`src/design/rkhc_pkg.sv`:
```
`default_nettype none

package rkhc_pkg;

    // configuration port
    localparam int CFG_DATA_W  = 64;
    localparam int CFG_INDEX_W = 3;
    localparam int KEY_WORD_W  = 64;

    // register map
    typedef enum logic [CFG_INDEX_W-1:0] {
        REG_KEY_WORD_0   = 3'd0,
        REG_KEY_WORD_1   = 3'd1,
        REG_KEY_WORD_2   = 3'd2,
        REG_KEY_WORD_3   = 3'd3,
        REG_KEY_WORD_4   = 3'd4,
        REG_KEY_LENGTH   = 3'd5,
        REG_SEND_HDR_LEN = 3'd6,
        REG_RECV_HDR_LEN = 3'd7
    } t_cfg_reg;

    // field widths
    localparam int BYTE_W    = 8;
    localparam int POS_W     = 16;
    localparam int KEYLEN_W  = 6;
    localparam int HDRLEN_W  = 4;

    // defaults
    localparam int MAX_KEY_BYTES_DEF = 40;
    localparam logic [HDRLEN_W-1:0] SEND_HDR_LEN_RST = 4'd4;
    localparam logic [HDRLEN_W-1:0] RECV_HDR_LEN_RST = 4'd6;

    // op codes
    localparam logic OP_ENCRYPT = 1'b0;
    localparam logic OP_DECRYPT = 1'b1;

endpackage

`default_nettype wire

```
`src/design/rolling_key_header_cipher_top.sv`:
```
`default_nettype none

// Rolling-key header cipher, one packet byte per beat. An outgoing byte
// (op = encrypt) becomes (byte xor key[i]) + previous cipher byte; an
// incoming byte (op = decrypt) becomes (byte - previous cipher byte) xor
// key[i]. Send and receive each keep their own key index, wrapping at the
// key length, and their own last cipher byte. Only bytes whose position is
// below the direction's header length, in packets at least that long, are
// ciphered; all others pass through with o_was_ciphered low. A key length
// of zero passes everything, and any write of the key length register
// clears both chains. Rate: one byte per cycle while i_ready is high;
// bytes pass an input register, then a result register. The limit is the
// chain update: the next byte of a direction needs the cipher byte and key
// index this byte leaves, a combinational path through a key byte mux, one
// 8-bit add or subtract and an xor. Configuration is written through a
// plain write port and must only change while no beat is in flight.
module rolling_key_header_cipher_top #(
    parameter int MAX_KEY_BYTES = rkhc_pkg::MAX_KEY_BYTES_DEF
) (
    input  wire                                  i_clk,
    input  wire                                  i_rst_n,
    // configuration
    input  wire                                  i_cfg_we,
    input  wire [rkhc_pkg::CFG_INDEX_W-1:0]      i_cfg_index,
    input  wire [rkhc_pkg::CFG_DATA_W-1:0]       i_cfg_data,
    // input channel
    input  wire                                  i_valid,
    output logic                                 o_ready,
    input  wire                                  i_op,
    input  wire [rkhc_pkg::BYTE_W-1:0]           i_data_byte,
    input  wire [rkhc_pkg::POS_W-1:0]            i_byte_position,
    input  wire [rkhc_pkg::POS_W-1:0]            i_packet_length,
    // result channel
    output logic                                 o_valid,
    input  wire                                  i_ready,
    output logic [rkhc_pkg::BYTE_W-1:0]          o_out_byte,
    output logic                                 o_was_ciphered
);

    localparam int BW        = rkhc_pkg::BYTE_W;
    localparam int IDX_W     = $clog2(MAX_KEY_BYTES + 1);
    localparam int KEY_WORDS = (MAX_KEY_BYTES + 7) / 8;
    localparam int KEY_BITS  = KEY_WORDS * rkhc_pkg::KEY_WORD_W;
    localparam logic [rkhc_pkg::KEYLEN_W-1:0] MAX_KLEN =
        rkhc_pkg::KEYLEN_W'(MAX_KEY_BYTES);

    // configuration registers
    logic [KEY_BITS-1:0]                r_key;
    logic [rkhc_pkg::KEYLEN_W-1:0]      r_key_len;
    logic [rkhc_pkg::HDRLEN_W-1:0]      r_send_hlen;
    logic [rkhc_pkg::HDRLEN_W-1:0]      r_recv_hlen;

    // chain state
    logic [IDX_W-1:0]                   r_send_idx, n_send_idx;
    logic [IDX_W-1:0]                   r_recv_idx, n_recv_idx;
    logic [BW-1:0]                      r_send_last, n_send_last;
    logic [BW-1:0]                      r_recv_last, n_recv_last;

    // input register
    logic                               r_in_valid;
    logic                               r_in_op;
    logic [BW-1:0]                      r_in_byte;
    logic [rkhc_pkg::POS_W-1:0]         r_in_pos;
    logic [rkhc_pkg::POS_W-1:0]         r_in_plen;

    // result register
    logic                               r_out_valid;
    logic [BW-1:0]                      r_out_byte, n_out_byte;
    logic                               r_out_ciph, n_out_ciph;

    logic                               advance;
    logic                               klen_wr;
    logic [IDX_W-1:0]                   klen;
    logic [rkhc_pkg::HDRLEN_W-1:0]      hlen;
    logic                               cipher_en;
    logic [IDX_W-1:0]                   cur_idx;
    logic [IDX_W-1:0]                   use_idx;
    logic [BW-1:0]                      key_b;
    logic [BW-1:0]                      enc_byte;
    logic [BW-1:0]                      dec_byte;

    // handshakes: result register frees when taken, input stage moves on then
    assign advance = r_in_valid && (!r_out_valid || i_ready);
    assign o_ready = !r_in_valid || advance;
    assign o_valid = r_out_valid;
    assign o_out_byte = r_out_byte;
    assign o_was_ciphered = r_out_ciph;

    assign klen_wr = i_cfg_we &&
                     (i_cfg_index == rkhc_pkg::REG_KEY_LENGTH);

    // effective key length, clamped to storage
    assign klen = (r_key_len > MAX_KLEN) ? IDX_W'(MAX_KEY_BYTES)
                                         : IDX_W'(r_key_len);

    assign hlen = (r_in_op == rkhc_pkg::OP_DECRYPT) ? r_recv_hlen : r_send_hlen;

    assign cipher_en = (klen != '0) &&
                       (r_in_plen >= rkhc_pkg::POS_W'(hlen)) &&
                       (r_in_pos < rkhc_pkg::POS_W'(hlen));

    // stored index is at most klen, and equals it only after the last key byte
    assign cur_idx = (r_in_op == rkhc_pkg::OP_DECRYPT) ? r_recv_idx : r_send_idx;
    assign use_idx = (cur_idx >= klen) ? '0 : cur_idx;

    assign key_b    = r_key[{use_idx, 3'b000} +: BW];
    assign enc_byte = (r_in_byte ^ key_b) + r_send_last;
    assign dec_byte = (r_in_byte - r_recv_last) ^ key_b;

    always_comb begin
        n_send_idx  = r_send_idx;
        n_recv_idx  = r_recv_idx;
        n_send_last = r_send_last;
        n_recv_last = r_recv_last;
        n_out_byte  = r_in_byte;
        n_out_ciph  = 1'b0;
        if (cipher_en) begin
            n_out_ciph = 1'b1;
            if (r_in_op == rkhc_pkg::OP_DECRYPT) begin
                n_out_byte  = dec_byte;
                n_recv_idx  = use_idx + IDX_W'(1);
                n_recv_last = r_in_byte;
            end else begin
                n_out_byte  = enc_byte;
                n_send_idx  = use_idx + IDX_W'(1);
                n_send_last = enc_byte;
            end
        end
    end

    // configuration
    always_ff @(posedge i_clk) begin
        if (!i_rst_n) begin
            r_key       <= '0;
            r_key_len   <= '0;
            r_send_hlen <= rkhc_pkg::SEND_HDR_LEN_RST;
            r_recv_hlen <= rkhc_pkg::RECV_HDR_LEN_RST;
        end else if (i_cfg_we) begin
            // key words past the stored range are never read
            for (int w = 0; w < KEY_WORDS; w++) begin
                if (i_cfg_index == rkhc_pkg::CFG_INDEX_W'(w)) begin
                    r_key[w*rkhc_pkg::KEY_WORD_W +: rkhc_pkg::KEY_WORD_W] <= i_cfg_data;
                end
            end
            case (rkhc_pkg::t_cfg_reg'(i_cfg_index))
                rkhc_pkg::REG_KEY_LENGTH: begin
                    r_key_len <= i_cfg_data[rkhc_pkg::KEYLEN_W-1:0];
                end
                rkhc_pkg::REG_SEND_HDR_LEN: begin
                    r_send_hlen <= i_cfg_data[rkhc_pkg::HDRLEN_W-1:0];
                end
                rkhc_pkg::REG_RECV_HDR_LEN: begin
                    r_recv_hlen <= i_cfg_data[rkhc_pkg::HDRLEN_W-1:0];
                end
                default: begin
                end
            endcase
        end
    end

    // chain state; a key length write wins
    always_ff @(posedge i_clk) begin
        if (!i_rst_n || klen_wr) begin
            r_send_idx  <= '0;
            r_recv_idx  <= '0;
            r_send_last <= '0;
            r_recv_last <= '0;
        end else if (advance) begin
            r_send_idx  <= n_send_idx;
            r_recv_idx  <= n_recv_idx;
            r_send_last <= n_send_last;
            r_recv_last <= n_recv_last;
        end
    end

    // input and result registers
    always_ff @(posedge i_clk) begin
        if (!i_rst_n) begin
            r_in_valid  <= 1'b0;
            r_out_valid <= 1'b0;
        end else begin
            if (o_ready) begin
                r_in_valid <= i_valid;
            end
            if (advance) begin
                r_out_valid <= 1'b1;
            end else if (i_ready) begin
                r_out_valid <= 1'b0;
            end
        end
    end

    always_ff @(posedge i_clk) begin
        if (i_valid && o_ready) begin
            r_in_op   <= i_op;
            r_in_byte <= i_data_byte;
            r_in_pos  <= i_byte_position;
            r_in_plen <= i_packet_length;
        end
        if (advance) begin
            r_out_byte <= n_out_byte;
            r_out_ciph <= n_out_ciph;
        end
    end

    // checks
    a_idx_bounded: assert property (@(posedge i_clk) disable iff (!i_rst_n)
        (r_send_idx <= klen) && (r_recv_idx <= klen))
        else $error("key index beyond key length");

    a_klen_clears: assert property (@(posedge i_clk) disable iff (!i_rst_n)
        klen_wr |=> (r_send_idx == '0) && (r_recv_idx == '0) &&
                    (r_send_last == '0) && (r_recv_last == '0))
        else $error("key length write did not clear chains");

    a_pass_unchanged: assert property (@(posedge i_clk) disable iff (!i_rst_n)
        advance && !cipher_en |=> !r_out_ciph && (r_out_byte == $past(r_in_byte)))
        else $error("pass-through byte altered");

    a_pass_keeps_chain: assert property (@(posedge i_clk) disable iff (!i_rst_n)
        advance && !cipher_en && !klen_wr |=>
            $stable(r_send_last) && $stable(r_recv_last) &&
            $stable(r_send_idx) && $stable(r_recv_idx))
        else $error("pass-through byte moved a chain");

    a_one_chain: assert property (@(posedge i_clk) disable iff (!i_rst_n)
        advance && cipher_en && (r_in_op == rkhc_pkg::OP_ENCRYPT) && !klen_wr |=>
            $stable(r_recv_last) && $stable(r_recv_idx))
        else $error("encrypt beat touched receive chain");

endmodule

`default_nettype wire
```
`config.mk`:
```
export PLATFORM = sky130hd
export DESIGN_NAME = rolling_key_header_cipher_top
export DESIGN_NICKNAME = d
export VERILOG_FILES = /design/src/design/rkhc_pkg.sv /design/src/design/rolling_key_header_cipher_top.sv
export SDC_FILE = /design/constraint.sdc
export NUM_CORES = 1
export LEC_CHECK = 0
export BUFFER_PORTS_ARGS = -buffer_cell sky130_fd_sc_hd__clkbuf_2
export CAP_MARGIN = 20
export CORE_MARGIN = 5
export CORE_UTILIZATION = 30
export CTS_CLUSTER_SIZE = 8
export DETAILED_ROUTE_END_ITERATION = 6
export HOLD_SLACK_MARGIN = 0.02
export PLACE_DENSITY_LB_ADDON = 0.15
export SYNTH_ARGS = -nofsm -noshare
export SYNTH_HDL_FRONTEND = slang
export SYNTH_SLANG_ARGS = --single-unit
```
`constraint.sdc`:
```
create_clock -name i_clk -period 13.6 [get_ports i_clk]
set_input_delay 0.68 -clock i_clk [delete_from_list [all_inputs] [get_ports i_clk]]
set_output_delay 0.68 -clock i_clk [all_outputs]
set_load 0.005 [all_outputs]
```
=== Word-level counts from Yosys, hierarchy flattened ===
Index checks and enable logic that the tools add are counted.

* Register bits: 414
* Bits of input ports: 113
* Output and inout bits: 11
* Word-level logic and storage cells: 71

* $add $sub $neg: 3
* $lt $le $gt $ge: 4
* Equality and inequality tests: 7
* Shifts and indexed selects: 1
* Muxes and demuxes: 9
* Bitwise gates (word level): 3
* Reduce and logical (&&, ||, !) cells: 24

{| class="wikitable"
|+ Operators by type and width
! operator !! count
|-
| $shiftx A320 B10 Y8 || 1
|-
| $mux W6 || 3
|-
| $ge A16 B4 Y1 || 1
|-
| $lt A16 B4 Y1 || 1
|-
| $mux W8 || 2
|-
| $reduce_and A2 Y1 || 8
|-
| $xor A8 B8 Y8 || 2
|-
| $eq A3 B3 Y1 const B || 4
|-
| $add A8 B8 Y8 || 1
|-
| $sub A8 B8 Y8 || 1
|-
| $add A6 B1 Y6 const B || 1
|-
| $eq A3 B2 Y1 const B || 2
|-
| $ge A6 B6 Y1 || 1
|-
| $gt A6 B6 Y1 const B || 1
|-
| $reduce_and A3 Y1 || 2
|-
| $reduce_bool A6 Y1 || 1
|-
| $logic_and A1 B1 Y1 || 5
|-
| $mux W4 || 1
|-
| $eq A3 B1 Y1 const B || 1
|-
| $logic_not A1 Y1 || 3
|-
| $logic_not A3 Y1 || 1
|-
| $logic_or A1 B1 Y1 || 3
|-
| $mux W1 || 3
|-
| $reduce_bool A2 Y1 || 1
|-
| $not A1 Y1 || 1
|}

=== Longest topological paths before layout ===
* Depth after elaboration: 9
* Mapped depth: 29
* Depth with buffers taken out: 24

=== Least setup slack after synthesis ===
OpenSTA, ideal clock, no wires.

* Path type: register to register
* From: reg r_in_op
* To: reg r_out_byte[7], in the netlist o_out_byte[7] (data pin)
* Library setup time: 266 ps
* Data arrival time: 5,707 ps
* Data required time: 13,334 ps
* Slack: 7,627 ps
* Stages on the path, launching flop included: 29
* Path buffers: 5
* Clock period less this slack: 5,973 ps
* Cells stage by stage: edfxtp_1 -> buf_6 -> mux2_2 -> clkinv_1 -> clkbuf_1 -> buf_2 -> ha_1 -> nand2b_1 -> a21oi_1 -> o211ai_1 -> buf_2 -> buf_1 -> nor3_1 -> o21ai_0 -> a21oi_1 -> a21oi_1 -> a221oi_1 -> xnor2_1 -> ha_1 -> a21o_1 -> a21oi_1 -> o21ai_0 -> o41ai_1 -> xnor2_1 -> mux2i_1 -> nand3_1 -> or3_1 -> o2111ai_1 -> xor2_1

* Cells in the longest elaborated chain, start to end: 8
* Elaborated cells between the ends (all ways): 14
* Classes of those cells: 1 x add/sub; 3 x order compare; 1 x shift; 5 x mux; 2 x bitwise; 2 x reduce/logical

{| class="wikitable"
|+ Ends and longest elaborated chain
! what !! RTL line !! RTL
|-
| start: declaration || rolling_key_header_cipher_top.sv:61 || <nowiki>logic r_in_op;</nowiki>
|-
| start signal: assignment || rolling_key_header_cipher_top.sv:195 || <nowiki>r_in_op <= i_op;</nowiki>
|-
| $mux W6 || rolling_key_header_cipher_top.sv:103 || <nowiki>assign cur_idx = (r_in_op == rkhc_pkg::OP_DECRYPT) ? r_recv_idx : r_send_idx;</nowiki>
|-
| $ge A6 B6 Y1 || rolling_key_header_cipher_top.sv:104 || <nowiki>assign use_idx = (cur_idx >= klen) ? '0 : cur_idx;</nowiki>
|-
| $mux W6 || rolling_key_header_cipher_top.sv:104 ||
|-
| $shiftx A320 B10 Y8 || rolling_key_header_cipher_top.sv:106 || <nowiki>assign key_b = r_key[{use_idx, 3'b000} +: BW];</nowiki>
|-
| $xor A8 B8 Y8 || rolling_key_header_cipher_top.sv:107 || <nowiki>assign enc_byte = (r_in_byte ^ key_b) + r_send_last;</nowiki>
|-
| $add A8 B8 Y8 || rolling_key_header_cipher_top.sv:107 ||
|-
| $mux W8 || rolling_key_header_cipher_top.sv:119 || <nowiki>if (r_in_op == rkhc_pkg::OP_DECRYPT) begin</nowiki>
|-
| $mux W8 * || rolling_key_header_cipher_top.sv:117 || <nowiki>if (cipher_en) begin</nowiki>
|-
| named net n_out_byte[7] || rolling_key_header_cipher_top.sv:68 || <nowiki>logic [BW-1:0] r_out_byte, n_out_byte;</nowiki>
|-
| end signal: assignment || rolling_key_header_cipher_top.sv:201 || <nowiki>r_out_byte <= n_out_byte;</nowiki>
|-
| end: declaration || rolling_key_header_cipher_top.sv:68 ||
|}

The timed path passes the listed nets; every way through them passes the cells marked *.
A chain may end at the register's enable or synchronous reset.

=== Worst setup path after layout ===
Ends and elaborated chain as after synthesis.

==> results.cfg <==
[critical_path]
r2r_end = o_out_byte[7]
slowest_delay_ps = 680
critPathBufInv = 3
critPathMostFrequentCell = buf_4
timing.rr.start = r_in_op
endpoint_kind = register
start_kind = register
reg2reg_depth = 24
crit_path_top_delay_cell = a221oi_1
crit_family = compound AO/OA/AOI/OAI gates
path_cells = buf_4, mux2_2, ha_1, a21oi_1, o211a_4, a21boi_4, buf_4, buf_4, mux4_2, a31oi_1, nand3_1, a221oi_1, xnor2_1, ha_1, a21o_1, a21oi_1, o21ai_0, o41ai_1, xnor2_1, mux2i_1, nand3_1, or3_1, o2111ai_1, xor2_1
cp.required_ps = 13940
critPathKind = reg2reg
cp_data_arrival_time_ps = 7880
cp_max_fo = 42
rrSetupSlack_ps = 6050

[clocking]
htreeDepth = 2
cts_tree = done
ctsResizeCount = 0
clkLatencyLatePin_ps = 610
post_cts_buffers = 0
cts_inserted_buffers = 57
cts_sinks = 414
cts.path.max_buffers = 3
cts_hold_buf = 0
clk_pin_slew_worst_paths_ps = 50
cts_root_buffer = clkbuf_16

[die]
die_w_um = 264
initial_core_util = 0.301
core-area_mm2 = 0.0642
chipHeight_um = 264
ios = 124
dieArea_mm2 = 0.0697
rows = 93

[placed_design]
place_inst = 3160
dp_hpwl_um = 47600
io_buffers = 123
gp_congestion = 0.867

[grt]
grt-ovfl-total = 0
grt_max_degree = 158
grt_pass1_vias = 16100
grt_pass1_wl_um = 110000
antenna_found_initial = 3
globalRouteTotalUtil = 0.204

[power_and_ir_drop]
leakage_nw = 7.47
p_per_area_mw_per_mm2 = 124
power.total_w = 0.00274
ir_drop_mv = 0.0883

[logic_synthesis]
ys_seq_elements = 414
synth_edf_count = 50
netlist_top_cells_area = dfxtp_1 38%, nand2_1 16%, a21boi_0 12%, edfxtp_1 7.8%, mux2i_1 2.6%
synthArstFlopShare = 0
seq_area_frac_synth = 0.454
syn-num-nets = 2465
syn-mean-instance-area_um2 = 8.34
synth_area_mm2 = 0.0194
synth_top_area_frac = 0.376
synthCells = 2322
ys_types = 78
synth_flop_cell = dfxtp_1
yosys_warnings = 0
yosysTopAreaCell = dfxtp_1

[timing]
finalSetupViolations = 0
fmax_mhz = 133
maxSlewHeadroom = 0.315
rsz0062_at_grt = false
tns_ps = 0
fin_skew_ps = 19.0
holdWs_ps = 244
worst_pin_slew_ps = 1030
finalCritPeriodShare = 0.555
maxSlewViolCount = 0
min_period_ps = 7550
hold_viol = 0

[detailed_routing]
ant_nets = 0
dr.pass1.iters = 5
wl_met1_um = 34900
routed_wl_um = 74000
via_per_inst = 5.23
avgRoutedWirePerCell_um = 22.9
first_iter_violations = 1466
via_count = 16900
route.met3.wl_um = 3910
route.detailed.drc = 0
highest_layer = met4
met2_length_um = 33300

[status]
outcome = completed

[hold_path]
hp-start = i_byte_position[6]
holdPathStages = 1
hold_class = in2reg
holdPathEnd = r_in_pos[6]

[finish]
finalNetCount = 2509
utilization = 0.345
syn_to_final_growth_pct = 14.4
final_common_cell = nand2_1
layout_common_cells = 833 x nand2_1, 364 x dfxtp_1, 321 x a21boi_0
instances_no_fill = 3234
layout-drive-gt1-share = 0.109

[run]
drv_cap = 0
## kinds of logic after synthesis
logic type      synth area share
compound gates             0.222
xor+xnor                  0.0127
fa+ha+maj                 0.0202
buf+inv                   0.0417
flops                      0.454
mux                       0.0410
simple gates               0.209
## sequential cells by signal, indices dropped and copies added (netlist names)
name,cells
o_out_byte,8
o_valid,1
o_was_ciphered,1
r_in_byte,8
r_in_op,1
r_in_plen,16
r_in_pos,16
r_in_valid,1
r_key,320
r_key_len,6
r_recv_hlen,4
r_recv_idx,6
r_recv_last,8
r_send_hlen,4
r_send_idx,6
r_send_last,8
## worst reg2reg max path, stage by stage, from the launching register on
cell       delay (ps)
edfxtp_1          320
buf_4             340
mux2_2            500
ha_1              340
a21oi_1           380
o211a_4           250
a21boi_4          180
buf_4             360
buf_4             530
mux4_2            420
a31oi_1           270
nand3_1           120
a221oi_1          680
xnor2_1           240
ha_1              330
a21o_1            160
a21oi_1           250
o21ai_0           180
o41ai_1           330
xnor2_1           160
mux2i_1           270
nand3_1           110
or3_1             330
o2111ai_1         120
xor2_1            100
## metal layers
metal | track usage | vias up
met1 | 0.298 | 8322
met2 | 0.319 | 492
met4 | 0.0540 | 0
li1 | - | 7996
met3 | 0.0284 | 108
met5 | 0 | -
## synth_stat cells (8+ instances only)
library cell and instances:
mux2i_1 50, a21oi_1 77, a211oi_1 11, inv_1 17
dfxtp_1 364, nor3_1 16, o22ai_1 8, o21ai_0 19
nand2_1 836, xnor2_1 22, clkbuf_1 128, nand3_1 50
mux2_2 9, a21o_1 9, edfxtp_1 50, nor2b_1 21
ha_1 28, a221oi_1 29, a21boi_0 321, o211ai_1 8
nor2_1 41, buf_2 26, a311oi_1 9, nand4_1 10
a31oi_1 23
## per-stage QoR
stage | worst slack [ps] | area (µm²)
global route | 5480 | 22100
floorplan | 7630 | 19400
finish | 6050 | 22100
CTS | 5980 | 22100
detailed placement | 6020 | 20600
global placement | 6060 | 20600
## layout make-up
| cell class | count | area [µm²] |
|---|---|---|
| fill | 6675 | 42100 |
| multi-input combinational | 1716 | 9820 |
| sequential | 414 | 8790 |
| clock buffer | 70 | 1500 |
| tap | 855 | 1070 |
| timing repair buffer | 155 | 872 |
| inverter | 22 | 87.6 |
| clock inverter | 1 | 16.3 |
| antenna | 1 | 2.50 |
## power breakdown
| part | internal [W] | leakage [nW] | switching [W] |
|---|---|---|---|
| clock | 0.000753 | 0.736 | 0.000530 |
| combinational | 0.0000589 | 3.30 | 0.000109 |
| sequential | 0.00127 | 3.43 | 0.0000177 |
| total | 0.00208 | 7.47 | 0.000656 |
## how the worst max path moves through the flow
stage / start / endpoint / slack (ps) / cells past startpoint
3_5_place_dp: r_in_op / o_out_byte[7] / 6020 / 24
4_1_cts: r_in_op / o_out_byte[7] / 5980 / 24
5_1_grt: r_in_op / o_out_byte[7] / 5480 / 24
2_1_floorplan: r_in_op / o_out_byte[7] / 7630 / 28
3_3_place_gp: r_in_op / o_out_byte[7] / 6060 / 24
6_report: r_in_op / o_out_byte[7] / 6050 / 24
Note: power is estimated with default switching activity, not from simulation.
